`config.mk`:
```
export PLATFORM = sky130hd
export DESIGN_NAME = pal_cell
export DESIGN_NICKNAME = d
export VERILOG_FILES = /design/src/design/positional_array_list_defines.svh /design/src/design/pal_pkg.sv /design/src/design/pal_cell.sv
export SDC_FILE = /design/constraint.sdc
export NUM_CORES = 1
export LEC_CHECK = 0
export BUFFER_PORTS_ARGS = -buffer_cell sky130_fd_sc_hd__buf_4
export CAP_MARGIN = 20
export CORE_ASPECT_RATIO = 0.5
export CORE_MARGIN = 4
export CORE_UTILIZATION = 37
export DETAILED_ROUTE_END_ITERATION = 8
export PLACE_DENSITY = 0.75
export SYNTH_ARGS = -nofsm -noshare
export SYNTH_HDL_FRONTEND = slang
export SYNTH_SLANG_ARGS = --single-unit
```
`constraint.sdc`:
```
create_clock -name i_clk -period 3.2 [get_ports i_clk]
set_clock_uncertainty 0.1 [all_clocks]
set_input_delay 0.48 -clock i_clk [delete_from_list [all_inputs] [get_ports i_clk]]
set_output_delay 0.48 -clock i_clk [all_outputs]
set_load 0.03 [all_outputs]
```
`src/design/positional_array_list_defines.svh`:
```
// Assertion macros for the positional array list.
`ifndef POSITIONAL_ARRAY_LIST_DEFINES_SVH
`define POSITIONAL_ARRAY_LIST_DEFINES_SVH

// Same-cycle implication, disabled in reset
`define PAL_AST_IMP(label, clk, rst_n, ante, cons, msg) \
    label: assert property (@(posedge clk) disable iff (!(rst_n)) (ante) |-> (cons)) \
        else $error(msg);

// Next-cycle implication, disabled in reset
`define PAL_AST_NXT(label, clk, rst_n, ante, cons, msg) \
    label: assert property (@(posedge clk) disable iff (!(rst_n)) (ante) |=> (cons)) \
        else $error(msg);

`endif

```
`src/design/pal_pkg.sv`:
```
package pal_pkg;

    localparam int DEPTH = 1024;
    localparam int IDX_W = $clog2(DEPTH);

    localparam int REQ_W = 2;
    localparam int POS_W = 11;
    localparam int VAL_W = 32;
    localparam int ST_W  = 2;
    localparam int CNT_W = 11;

    typedef logic [REQ_W-1:0] t_req;
    typedef logic [ST_W-1:0]  t_status;
    typedef logic [1:0]       t_op;

    localparam t_req REQ_INSERT = 2'd0;
    localparam t_req REQ_DELETE = 2'd1;
    localparam t_req REQ_READ   = 2'd2;

    localparam t_status ST_OK    = 2'd0;
    localparam t_status ST_FULL  = 2'd1;
    localparam t_status ST_NOPOS = 2'd2;

    localparam t_op OP_HOLD = 2'd0;
    localparam t_op OP_INS  = 2'd1;
    localparam t_op OP_DEL  = 2'd2;
    localparam t_op OP_READ = 2'd3;

    typedef struct packed {
        t_op                     op;
        logic [POS_W-1:0]        pos;
        logic signed [VAL_W-1:0] value;
    } t_cell_ctl;

endpackage

```
`src/design/pal_cell.sv`:
```
module pal_cell import pal_pkg::*; (
    input  logic                    i_clk,
    input  logic [IDX_W-1:0]        i_idx,
    input  t_cell_ctl               i_ctl,
    input  logic signed [VAL_W-1:0] i_left_data,
    input  logic signed [VAL_W-1:0] i_right_data,
    input  logic signed [VAL_W-1:0] i_right_rd,
    output logic signed [VAL_W-1:0] o_data,
    output logic signed [VAL_W-1:0] o_rd
);

    logic signed [VAL_W-1:0] r_data;
    logic signed [VAL_W-1:0] r_rd;
    logic signed [VAL_W-1:0] n_data;
    logic signed [VAL_W-1:0] n_rd;
    logic [POS_W-1:0]        w_idx;

    assign w_idx = POS_W'(i_idx);

    always_comb begin
        n_data = r_data;
        n_rd   = i_right_rd;
        case (i_ctl.op)
            OP_INS: begin
                if (w_idx == i_ctl.pos) begin
                    n_data = i_ctl.value;
                end else if (w_idx > i_ctl.pos) begin
                    n_data = i_left_data;
                end
            end
            OP_DEL: begin
                if (w_idx >= i_ctl.pos) begin
                    n_data = i_right_data;
                end
            end
            OP_READ: begin
                if (w_idx == i_ctl.pos) begin
                    n_rd = r_data;
                end
            end
            default: ;
        endcase
    end

    always_ff @(posedge i_clk) begin
        r_data <= n_data;
        r_rd   <= n_rd;
    end

    assign o_data = r_data;
    assign o_rd   = r_rd;

endmodule

```
[Word level (Yosys, flattened, before mapping)]
Cells that the tools add are included.
Word-level totals
  bits of input ports: 152
  register bits: 64
  bits in read-only memories: 0
  output and inout bits: 64
  word-level logic and storage cells: 18
  bits in latches: 0
  memories kept: 0
  RAM bits: 0
Operators by class
  shift-type cells: 0
  multipliers: 0
  reduce and logical (&&, ||, !) cells: 2
  order comparisons: 2
  $add $sub $neg: 0
  div/mod/pow operators: 0
  equal/unequal tests: 6
  bitwise logic cells: 0
  mux-type cells: 6
Operators by type and width (count)
  2-to-1 mux 32 bit: 5
  case mux 32 bit (2 select lines): 1
  equality test 10 x 11 -> 1 bit: 1
  greater-or-equal comparator 10 x 11 -> 1 bit: 1
  greater-than comparator 10 x 11 -> 1 bit: 1
  equality test 2 bit, second input constant: 2
  != test 3 bit, second input constant: 1
  AND reduction 3 bit: 1
  equality test 2 x 1 -> 1 bit, second input constant: 1
  != test 2 bit, second input constant: 1
  nonzero test 2 bit: 1

[Depth between registers and ports, before layout]
Gate-level depths: netlist of run 1.
  depth after elaboration: 4
  depth in mapped cells: 8
  mapped depth without buffers: 6

[Worst setup path before layout of run 1]
Ideal clock, no wire load.
  kind: input-to-reg
  start point: input i_ctl[38] in the netlist's numbering
  end point: register r_data[0], in the netlist o_data[0] (enable)
  path buffers: 2
  path slack: -0.065 ns
  stages on the path: 8
  library setup time: 0.398 ns
  required time: 2.702 ns
  arrival: 2.768 ns
  path through: inv_1 > ha_1 > nand4_2 > or4_4 > buf_6 > buf_12 > o221a_2 > o2bb2ai_2
On the way
  word-level cells in the longest chain between the ends: 3
  elaborated cells between the ends (all ways): 6
  those cells by class: 2 x order compare; 3 x eq/ne; 1 x reduce/logical
Ends and longest elaborated chain
  start: declaration: line pal_cell.sv:4  | input t_cell_ctl i_ctl,
  greater-than comparator 10 x 11 -> 1 bit (tied with other cells): line pal_cell.sv:27  | end else if (w_idx > i_ctl.pos) begin
  != test 3 bit (no line) or != test 2 bit (tied branches)
  AND reduction 3 bit (no line) (*)
  end signal: assignment: line pal_cell.sv:46  | r_data <= n_data;
  end: declaration: line pal_cell.sv:12  | logic signed [VAL_W-1:0] r_data;
Mark *: on every way between the ends. The rest lies on a longest branch, timed or not.
A chain may end at the register's enable or synchronous reset.

[Final worst setup path of run 1]
  start point: input i_idx[6]
  end point: register r_data[5], in the netlist o_data[5], data pin
On the way
  word-level cells in the longest chain between the ends: 3
Ends and longest elaborated chain
  start: declaration: line pal_cell.sv:3  | input logic [IDX_W-1:0] i_idx,
  equality test 10 x 11 -> 1 bit: line pal_cell.sv:25  | if (w_idx == i_ctl.pos) begin
  2-to-1 mux 32 bit: line pal_cell.sv:25
  case mux 32 bit (2 select lines): line pal_cell.sv:23  | case (i_ctl.op)
  net n_data[5]: line pal_cell.sv:14  | logic signed [VAL_W-1:0] n_data;
The timed path passes the listed nets, and every way through them passes these cells.

==> flow_results.org, run 1 <==
** Synth
- In this run the cell area of the synthesized design comes to 3010 µm².
- Counting every net in the synthesized netlist gives 414.
- Ranked by instance count, the synthesized netlist is headed by nand2_1, dfxtp_1, edfxtp_1, mux2_2, mux2i_1.
- Cell taking the most area after synthesis :: edfxtp_1
- Flip-flop and latch count after synthesis :: 64
- Counting flops with a built-in enable in the synthesized netlist gives 32.
- In this run, distinct cell masters in the synthesized netlist total 24.
- Of the total synthesized cell area, the portion taken by XOR and XNOR cells is 0.
- By area, the combinational part of the netlist is dominated by multiplexers.
- The portion of synthesized area spent on multiplexers is 0.226.
- Of the total synthesized cell area, the portion taken by full adders, half adders and majority gates is 0.0540.
- Post-synthesis sequential area ratio :: 0.532
- Yosys warning count :: 0
- Ranked by total cell area, the synthesized netlist is headed by edfxtp_1, dfxtp_1, mux2_2.
- The compound-gate portion of the synthesized area is 0.0765.
- Of the post-synthesis cell area, the dominant cell type holds 0.319.
- The cell count after synthesis came out at 249.
- Most common cell in the synthesized netlist :: nand2_1
- Dominant synthesized flop cell :: edfxtp_1
- Of the total synthesized cell area, the portion taken by AND, OR, NAND and NOR gates is 0.0578.
- Share of synthesized flip-flops with an asynchronous set or reset :: 0
- Averaged over all synthesized cells, the footprint is 12.1 µm².

** Place
- Setup WS pre-CTS :: 0.552 ns
- Total half-perimeter wirelength after legalization and detailed placement :: 7110 µm
- The number of placed instances, taps included, is 563.
- RD Place Congestion :: 0.781
- In this run the tool buffered the top-level ports with 215 buffer cells.
- In this run the cell area measured after placement is 4710 µm².

** Critical path
- Register-to-Register Setup Slack :: 2.30 ns
- Counting buffers and inverters, the worst setup path is 7 cells deep.
- Type of element launching the critical path :: primary input
- Cell with the most instances on the worst path :: buf_4
- Along the worst path, the maximum fanout reaches 32.
- Worst R2R Start :: o_data[16]
- The critical path goes through buf_4 > ha_1 > nand4_2 > or4_4 > buf_4 > mux2i_1 > o21ai_1.
- Number of buffers and inverters on the critical path :: 2
- Cell family with the largest share of critical-path delay :: simple AND/OR/NAND/NOR gates
- Master of the slowest instance on the critical path :: or4_4
- Critical path class :: primary input to flop
- For the worst setup path, the data arrival time is 2.26 ns.
- Cell count of the worst reg-to-reg path :: 1
- Largest incremental delay on the critical path :: 0.53 ns
- Worst reg2reg path endpoint :: o_rd[16]
- Following the worst setup path forward leads to its endpoint at o_data[5].
- Crit path capture type :: flop
- Timing startpoint of the critical path :: i_idx[6]
- Critical path required time :: 3.15 ns

** Global route
- The first global-routing pass estimated 13800 µm of wire.
- The number of global-route vias before repair is 2763.
- Entering global routing, the biggest net connects 65 pins.
- Summed over all layers, the global routing overflow is 0.
- Total Routing Usage GR :: 0.184
- The number of antenna violations at the first check in global routing came to 0.

** Floorplan
- Core Box Area :: 7620 µm²
- Measured along the x axis, the die boundary spans 136 µm.
- For this configuration, the core starts out at a cell density of 0.395.
- Core Rows :: 22
- The die is 71.8 µm tall.
- The die covers 9730 µm².
- # IOs :: 216

** STA
- On the final layout, the worst hold slack is 0.279 ns.
- Final critical delay including setup and external delays :: 2.31 ns
- At the pin with the least slew margin, the transition time is 0.598 ns.
- Timing would allow up to 0.433 GHz.
- Least setup slack across all paths after layout :: 0.891 ns
- Headroom to the max-slew limit came out at 0.602.
- The final-report hold violation count came to 0.
- Setup violations remaining at the end of the flow were counted as 0.
- Setup TNS :: 0 ns
- Setup repair after global routing left no endpoint under its margin.
- Dividing the final minimum period by the clock period gives 0.722.
- The final number of max-transition violations is 0.

** Job
- Reported max-cap violation count :: 0

** Clocking
- Number of hold buffers added after cts :: 0
- Resized Gates After CTS :: 0
- Counting every sink on the clock net gives 64.
- Root buffer selected by CTS :: clkbuf_16
- The H-tree was split into 3 levels.
- Buffers inserted during clock tree synthesis total 9.
- Longest Clk Path Bufs :: 2
- Once the clock tree was built, the setup fixing pass inserted 0 buffers.
- Clock-pin slew was measured on the worst setup and hold paths at 0.06 ns.
- For the worst-skew pair, the clock arrives at the later sink with an insertion delay of 0.32 ns.
- TritonCTS built the clock tree.

** Finish
- Area of all sequential standard cells :: 1600 µm²
- Fraction of layout instances using a drive strength above 1 :: 0.580
- Once layout is complete, the cells apart from fillers number 579.
- Area of combinational cells with multiple inputs :: 1260 µm²
- The filler cells instantiated in the layout total 645.
- Area of all placed cells without fillers :: 5000 µm²
- # diodes :: 0
- Measured on the finished design, the core utilization comes to 0.656.
- Final Net Count :: 631
- From synthesis to final layout, the design area changed by 66.2%.

** Drt
- Residual DRC count :: 0
- Routed wire length :: 8940 µm
- Using the TritonRoute via totals, the vias-per-cell ratio works out to 4.55.
- ANT nets after route :: 0
- After the first detailed-routing iteration, the DRC count stood at 106.
- Vias :: 2634
- Average wire per standard cell :: 15.4 µm
- For this run, the detailed router's first-pass iteration total came to 4.

** Worst hold path
- The path class of the tightest hold or removal check is primary input to flop.

** Power and ir drop
- Final total power :: 2.50 mW
- Peak supply drop :: 0.292 mV
- For this design the static power due to leakage is 2.53 nW.
- Power density over cell area :: 500 nW/µm²

** Outcome
- Outcome :: finished, final reports clean
-- registers in the layout (all words and copies together), names as in the netlist --
signal	flops
o_rd	32
o_data	32
-- metal layers --
layer | share of wire | global-route usage
met1 | 0.36 | 0.196
met2 | 0.58 | 0.358
met3 | 0.049 | 0.0442
met4 | 0.017 | 0.0648
met5 | 0 | 0
-- cell families (layout without fill, tap and decap cells) --
logic type      count (synthesis)  after routing
compound gates                 41             41
fa+ha+maj                      13             13
flops                          64             64
mux                            64             64
buf+inv                        27            249
simple gates                   40             40
-- final cells by class --
class                      count  area share
clock buffer                  10      0.0500
multi-input combinational    158       0.252
sequential                    64       0.320
tap                          108      0.0270
clock inverter                 6     0.00800
inverter                      13     0.00975
timing repair buffer         220       0.333
-- report_power, final --
part           switching [mW]  leakage [nW]  total [mW]  internal (mW)
clock                   0.354         0.140       0.925          0.570
combinational           0.303          1.82       0.577          0.273
sequential             0.0392         0.571        1.00          0.963
total                   0.697          2.53        2.50           1.81
-- placed cells by master, fill, tap and decap left out --
| master | Yosys | routed |
|---|---|---|
| a21oi_1 | 4 | 4 |
| mux2_2 | 32 | 32 |
| buf_12 | 3 | 1 |
| inv_6 | 0 | 1 |
| clkbuf_16 | 0 | 10 |
| or4_4 | 1 | 1 |
| o221a_2 | 1 | 1 |
| ha_1 | 13 | 12 |
| o2bb2ai_4 | 0 | 1 |
| edfxtp_1 | 32 | 32 |
| inv_1 | 13 | 13 |
| nand4b_1 | 1 | 1 |
| clkinvlp_4 | 0 | 2 |
| inv_4 | 0 | 1 |
| o221ai_1 | 1 | 1 |
| buf_4 | 0 | 219 |
| a21o_1 | 1 | 1 |
| o21ai_1 | 29 | 29 |
| nand2_1 | 35 | 35 |
| ha_2 | 0 | 1 |
| dfxtp_1 | 32 | 32 |
| nor4_1 | 1 | 1 |
| nand4_2 | 1 | 1 |
| o21a_1 | 1 | 1 |
| o21ai_0 | 3 | 3 |
| mux2i_1 | 32 | 32 |
| nor2_1 | 1 | 1 |
| clkinv_2 | 0 | 2 |
-- worst min-delay path by stage --
| stage | startpoint | end | cells past startpoint |
|---|---|---|---|
| 2_1_floorplan | i_right_rd[0] | o_rd[0] | 1 |
| 3_3_place_gp | o_data[15] | o_rd[15] | 1 |
| 3_5_place_dp | o_data[15] | o_rd[15] | 1 |
| 4_1_cts | i_right_rd[24] | o_rd[24] | 2 |
| 5_1_grt | i_right_rd[15] | o_rd[15] | 2 |
| 6_report | i_right_rd[20] | o_rd[20] | 2 |
Power figures use the tool's default switching activity.
==> inputs of run 2 (changes only) <==
==> constraint.sdc (replaced) <==
create_clock -name i_clk -period 1.9 [get_ports i_clk]
set_clock_uncertainty 0.1 [all_clocks]
set_input_delay 0.285 -clock i_clk [delete_from_list [all_inputs] [get_ports i_clk]]
set_output_delay 0.285 -clock i_clk [all_outputs]
set_load 0.03 [all_outputs]
==> run 2 against run 1 <==
The run now ends with negative setup slack left. First-iteration DRC count up 55%. Global-route usage about the same. Clock-buffer cell count unchanged. Setup slack worse by 0.91 ns. Die area unchanged. Cell count up 1.2%. Critical path depth up 1. Via count up 1.7%. Sequential power up 69%. Critical endpoint is now o_data[20].
==> flow_results.org, run 2 (synthesized netlist as in run 1, its figures left out) <==
** Place
- Including well taps, the total number of placed cells is 569.
- RD Place Congestion :: 0.768
- Setup WS pre-CTS :: -0.420 ns
- Detailed placement ended at an HPWL of 7340 µm.
- Port Buf Inserts :: 215
- Summing all placed instances gives a cell area of 4890 µm².

** Power and ir drop
- Summing internal, switching and leakage power gives 4.19 mW.
- For this design the static power due to leakage is 2.57 nW.
- VDD sags by at most 0.443 mV.
- Power density over cell area :: 807 nW/µm²

** STA
- For the pin with the worst max-slew slack, the measured transition is 0.609 ns.
- Unrepaired setup endpoints after global routing :: true
- Of the available clock period, the critical path in the final layout requires 1.01.
- Based on the critical path, the design can be clocked at up to 0.522 GHz.
- For the finished layout, the period the worst path requires is 1.92 ns.
- Setup violations remaining at the end of the flow were counted as 27.
- In this run the tightest slew margin relative to its limit is 0.594.
- Setup TNS :: -0.252 ns
- Total count of max-transition violations in the final report :: 0
- Least setup slack across all paths after layout :: -0.0154 ns
- The final-report hold violation count was 0.

** Floorplan
- Core Box Area :: 7620 µm²
- The die is 71.8 µm tall.
- For this configuration, the core starts out at a cell density of 0.395.
- Total Die Area :: 9730 µm²
- The floorplan has 22 rows.
- # IOs :: 216
- The die is 136 µm wide.

** Drt
- After detailed routing, the number of remaining DRC violations is 0.
- Number of detailed-routing iterations run before antenna repair :: 4
- Dividing the detail-routed wire length by the instance count gives 15.7 µm.
- Routed wire length :: 9190 µm
- In the routed layout, each cell is associated on average with a via count of 4.57.
- In this run the remaining antenna-violating nets after routing total 0.
- The final route contains 2680 vias.
- Number of violations reported at the end of detailed-routing iteration 0 :: 164

** Global route
- Number of antenna violations at the first check in global routing :: 0
- Entering global routing, the biggest net connects 65 pins.
- Global-route wire length before repair :: 13600 µm
- Number of global-route vias before repair :: 2704
- Across every metal layer, demand over resource in global routing totals 0.185.
- Global routing finished with a remaining overflow of 0.

** Critical path
- Data arrives at the worst endpoint at 1.86 ns.
- Crit path capture type :: flop
- Register-to-Register Setup Slack :: 0.98 ns
- The worst setup path is launched from a primary input.
- In this run the worst path has a maximum fanout of 13.
- Critical path class :: primary input to flop
- Data on the critical path is required at its endpoint by 1.84 ns.

** Finish
- Synth-to-layout area growth :: 72.7%
- Final cell count without fillers :: 586
- Summing all flip-flop and latch instances after layout gives 1600 µm².
- Final Net Count :: 638
- Most common library cell in the layout ignoring fill and taps :: buf_4
- Fraction of layout instances using a drive strength above 1 :: 0.611
- Fillcell total :: 627
- Area of combinational cells with multiple inputs :: 1360 µm²
- Leaving out fill and tap cells, the most frequent cells in the layout are buf_4, nand2_1.
- After routing the design area is 5200 µm².
- The number of antenna diodes in the final layout is 0.

** Clocking
- Clock tree synthesis found a total of 64 sinks.
- TritonCTS Buffers :: 9
- The clock reaches the later pin of the worst-skew pair after 0.33 ns.
- TritonCTS built the clock tree.
- The longest clock path from root to sink contains 2 buffers.
- Root buffer selected by CTS :: clkbuf_16
- After clock tree synthesis, the clock-pin slew on the worst setup and hold paths is 0.05 ns.
- Number of levels the H-tree was split into :: 3

** Job
- Reported max-cap violation count :: 0

** Outcome
- The flow ran to the end, but the final reports show violations.
- The checks that failed: negative setup slack.

** Worst hold path
- Tightest Hold Check Type :: primary input to flop
run 2: cell types whose count changed in the layout (fill, tap and decap cells not counted), moves of 2 or more:
cell     delta
ha_1        -6
ha_4        +6
inv_1       -6
buf_6       +5
inv_2       +3
o21ai_0     -3
o21ai_1     +3
buf_12      +2
run 2: through the flow:
| stage | util | hold slack (ns) |
|---|---|---|
| after CTS | 0.681 | 0.0614 |
| final | 0.682 | 0.0753 |
| after floorplan | - | 0.331 |
| after global routing | 0.682 | 0.0634 |
| after global placement | 0.642 | 0.386 |
| after detailed placement | 0.642 | 0.390 |
run 2: where the power goes:
| part | leakage (nW) | switching [mW] | internal, mW |
|---|---|---|---|
| Combinational | 1.87 | 0.533 | 0.506 |
| Clock | 0.129 | 0.589 | 0.874 |
| Sequential | 0.571 | 0.0696 | 1.62 |
| Total | 2.57 | 1.19 | 3.00 |
run 2: metal layers:
| layer | part of all wire | vias up | GRT usage |
|---|---|---|---|
| li1 | - | 1340 | - |
| met1 | 0.36 | 1242 | 0.196 |
| met2 | 0.56 | 77 | 0.345 |
| met3 | 0.054 | 21 | 0.0617 |
| met4 | 0.022 | 0 | 0.0670 |
| met5 | 0 | - | 0 |
run 2: worst max-delay path, stage by stage:
cell       delay, ns
buf_8           0.09
inv_12          0.03
ha_4            0.26
nand4_4         0.09
or4_4           0.56
o221a_4         0.14
o2bb2ai_4       0.21
buf_12          0.18
run 2: repair_timing:
item                                   4_1_cts  5_1_grt
hold buffers                                 0        0
setup endpoints to repair                   54       40
endpoints found under the hold margin        0        0
buffers inserted                             1        0
resized for setup                            7        1
pin swaps                                    1        0
run 2: worst paths after layout:
kind                        from    endpoint  cells after the start
setup reg to reg      o_data[27]    o_rd[27]                      1
hold / removal    i_right_rd[16]    o_rd[16]                      2
hold reg to reg       o_data[31]    o_rd[31]                      1
setup / recovery       i_ctl[36]  o_data[20]                      8
run 2: layout make-up:
cell class / instances / share of cell area
Clock buffer: 10 / 0.0441
Multi-Input combinational cell: 158 / 0.261
Tap cell: 108 / 0.0260
Clock inverter: 6 / 0.00698
Sequential cell: 64 / 0.308
Inverter: 13 / 0.0132
Timing Repair Buffer: 227 / 0.340
==> inputs of run 3 (changes only) <==
--- a/config.mk
+++ b/config.mk
@@ -5,13 +5,14 @@
 export SDC_FILE = /design/constraint.sdc
 export NUM_CORES = 1
 export LEC_CHECK = 0
+export ABC_AREA = 1
 export BUFFER_PORTS_ARGS = -buffer_cell sky130_fd_sc_hd__buf_4
 export CAP_MARGIN = 20
 export CORE_ASPECT_RATIO = 0.5
 export CORE_MARGIN = 4
-export CORE_UTILIZATION = 37
+export CORE_UTILIZATION = 46
 export DETAILED_ROUTE_END_ITERATION = 8
-export PLACE_DENSITY = 0.75
+export PLACE_DENSITY = 0.84
 export SYNTH_ARGS = -nofsm -noshare
 export SYNTH_HDL_FRONTEND = slang
 export SYNTH_SLANG_ARGS = --single-unit
==> constraint.sdc (replaced) <==
create_clock -name i_clk -period 2.3 [get_ports i_clk]
set_clock_uncertainty 0.1 [all_clocks]
set_input_delay 0.345 -clock i_clk [delete_from_list [all_inputs] [get_ports i_clk]]
set_output_delay 0.345 -clock i_clk [all_outputs]
set_load 0.03 [all_outputs]
==> run 3 against run 2 <==
The run now ends clean. Total power down 13%. Clock power fell by 5%. Synthesized cell count grew 89%. Clock-buffer cell count rose by 6. Sequential cell count unchanged. Critical path depth increased by 3. Via count grew 33%. Hold slack improved by 0.041 ns. Area after synthesis up 12%. Sequential power decreased by 17%. Non-clock buffer count shrank 2. Core utilization grew 10 points.
==> flow_results.org, run 3 <==
** Clocking
- Root buffer selected by CTS :: clkbuf_16
- For the worst-skew pair, the clock arrives at the later sink with an insertion delay of 0.32 ns.
- Number of hold buffers added after cts :: 0
- CTS saw 64 sinks.
- Buffer count from post-CTS setup fixing :: 0
- TritonCTS built the clock tree.
- The number of clock buffers added by TritonCTS is 9.
- No sink is reached through more buffers than the 2 on the longest clock path.
- Resized Gates After CTS :: 0
- The H-tree was split into 3 levels.
- Clock-pin slew was measured on the worst setup and hold paths at 0.05 ns.

** Critical path
- For this run, the slowest stage of the critical path takes 0.30 ns.
- In this design, the critical path's most frequently occurring cell is nand2_1.
- Among all stages on the critical path, the largest delay is contributed by ha_1.
- Data arrives at the worst endpoint at 1.96 ns.
- STA puts the critical path data required time at 2.41 ns.
- Grouping stages by cell kind, the critical path spends the most delay in buffers and inverters.
- Counting both buffers and inverters, the worst setup path holds a total of 4.
- The worst setup path is of the primary input to flop kind.
- The worst setup path is launched from a primary input.
- Along the worst path, the maximum fanout reaches 30.
- The signal on the critical path passes through buf_4 > ha_1 > nand2_1 > nor2_2 > nand3_2 > inv_2 > buf_4 > nand2_1 > buf_4 > nand2_1 > nand2_1.
- Crit path capture type :: flop

** STA
- Fmax :: 0.542 GHz
- Unrepaired setup endpoints after global routing :: false
- Measured against its own limit, the worst slew margin works out to 0.755.
- Total count of max-transition violations in the final report :: 0
- Number of setup violations in the final report :: 0
- In the finished design, the share of the clock period the worst path needs comes to 0.802.
- Setup TNS :: 0 ns
- For the pin with the worst max-slew slack, the measured transition is 0.368 ns.
- After layout, the minimum clock period comes to 1.84 ns.
- The final-report hold violation count was 0.

** Synth
- After synthesis, the most frequently instantiated cells are nand2_1, inv_1, nand3_1.
- Area share of the largest cell type after synthesis :: 0.284
- Dividing the synthesized area by the synthesized cell count gives 7.19 µm².
- Netlist area before placement :: 3390 µm²
- Post-synthesis sequential area ratio :: 0.473
- Count of flip-flops with a built-in enable after synthesis :: 32
- In this run, distinct cell masters in the synthesized netlist total 17.
- Syn Nets :: 636
- In the synthesized netlist the async set-or-reset flop fraction comes to 0.
- The largest total area in the synthesized netlist belongs to edfxtp_1.
- Counting every instance in the synthesized netlist gives 471.
- In the synthesized netlist the dominant register cell turns out to be edfxtp_1.
- Top cells by area, synth :: edfxtp_1, nand2_1, dfxtp_1
- In the post-synthesis netlist, the cell with the most instances is nand2_1.
- Counting flops and latches in the post-synthesis netlist gives 64.
- Yosys warning count :: 0

** Global route
- Global-route wire length before repair :: 16100 µm
- Maximum number of pins on one net before global-route repair :: 36
- Number of antenna violations at the first check in global routing :: 0
- Across every metal layer, demand over resource in global routing totals 0.233.
- Number of global-route vias before repair :: 3457
- Summed over all layers, the global routing overflow is 0.

** Drt
- The count of nets left with antenna violations once routing finished came out at 0.
- Residual DRC count :: 0
- Vias :: 3561
- The detailed router finished its first iteration with 157 violations.
- Number of detailed-routing iterations run before antenna repair :: 4
- After detailed routing, the total wire length is 10500 µm.
- After detailed routing, the number of vias per cell comes to 4.57.
- Average wire per standard cell :: 13.5 µm

** Finish
- Synth-to-layout area growth :: 60.3%
- # diodes :: 0
- In the final layout, the multi-input gates occupy 1350 µm².
- At the end of the flow the core is filled with cells to 0.785.
- Final Net Count :: 848
- Once layout is complete, the cells apart from fillers number 780.
- Fillcell total :: 524
- Commonest cells after routing, fill and taps aside :: buf_4, nand2_1, inv_1, nand3_1
- The finished cells cover 5430 µm².
- The library cell used most frequently in the layout, excluding fill and tap cells, is buf_4.
- Fraction of layout instances using a drive strength above 1 :: 0.355
- Area of all sequential standard cells :: 1600 µm²

** Place
- During placement, the flow inserted port buffers numbering 215.
- After detailed placement, the total cell area comes to 5080 µm².
- Total half-perimeter wirelength after legalization and detailed placement :: 8300 µm
- The congestion estimate from routability-driven global placement came to 0.866.
- Inst Count DP :: 763

** Power and ir drop
- Peak supply drop :: 0.429 mV
- Power spread over the standard cell area amounts to 673 nW/µm².
- Summed over all cells, the static leakage comes to 3.10 nW.

** Floorplan
- The die is 68.7 µm tall.
- DIE WIDTH :: 129 µm
- The core region is 6910 µm².
- For this configuration, the core starts out at a cell density of 0.490.
- Total Die Area :: 8880 µm²
- # IOs :: 216
- The initialized floorplan defines 21 standard-cell rows.

** Outcome
- Outcome :: finished, final reports clean

** Worst hold path
- Tightest Hold Check Type :: primary input to flop

** Job
- Max-cap violations in this run came to 0.
run 3: changes by cell type in the layout (fill, tap and decap cells not counted), sizes merged, moves of 2 or more:
cell,delta
clkbuf,+6
nor2,+4
nand2,+174
nand3,+67
buf,-2
inv,+70
clkinvlp,-2
mux2,-32
o21ai,-32
mux2i,-32
clkinv,-3
run 3: logic make-up after synthesis:
family                     Yosys count  share of synthesized area
and+or+nand+nor                    282                      0.341
buffers and inverters              108                      0.132
DFF                                 64                      0.473
adders and majority gates           13                     0.0480
AOI/OAI and AO/OA                    4                    0.00591
run 3: power by group:
part	total (mW)	leakage, nW	internal (mW)	switching, mW
Combinational	0.859	2.37	0.389	0.471
Sequential	1.40	0.571	1.34	0.0610
Clock	1.39	0.159	0.950	0.442
Total	3.65	3.10	2.68	0.974
run 3: per-stage QoR:
step / power [mW] / hold slack [ns] / setup WS [ns]
finish: 3.65 / 0.116 / 0.455
global route: 3.80 / 0.104 / 0.342
floorplan: 1.83 / 0.348 / 0.0115
global placement: 2.26 / 0.382 / 0.190
detailed placement: 2.28 / 0.393 / 0.129
CTS: 3.67 / 0.106 / 0.453
run 3: tightest hold or removal path: stages:
cell and delay, ns:
buf_4 0.08, nand2_1 0.04, nand2_1 0.04
run 3: layer usage:
| layer | up-vias | GRT usage | part of all wire | wire length, µm |
|---|---|---|---|---|
| li1 | 1853 | - | - | - |
| met1 | 1565 | 0.269 | 0.38 | 3990 |
| met2 | 123 | 0.425 | 0.52 | 5490 |
| met3 | 20 | 0.0638 | 0.076 | 799 |
| met4 | 0 | 0.0825 | 0.022 | 235 |
| met5 | - | 0 | 0 | 0 |
run 3: final timing paths:
check	from	to	slack [ns]	cells after the start
max	i_idx[6]	o_rd[14]	0.46	11
min	i_right_rd[6]	o_rd[6]	0.12	3
max reg2reg	o_data[12]	o_rd[12]	1.50	2
min reg2reg	o_data[8]	o_rd[8]	0.40	2
run 3: final cells by class:
cell class	instances	area share
tap	92	0.0212
clock buffer	16	0.0597
inverter	84	0.0581
multi-input combinational	299	0.249
sequential	64	0.295
timing repair buffer	225	0.317
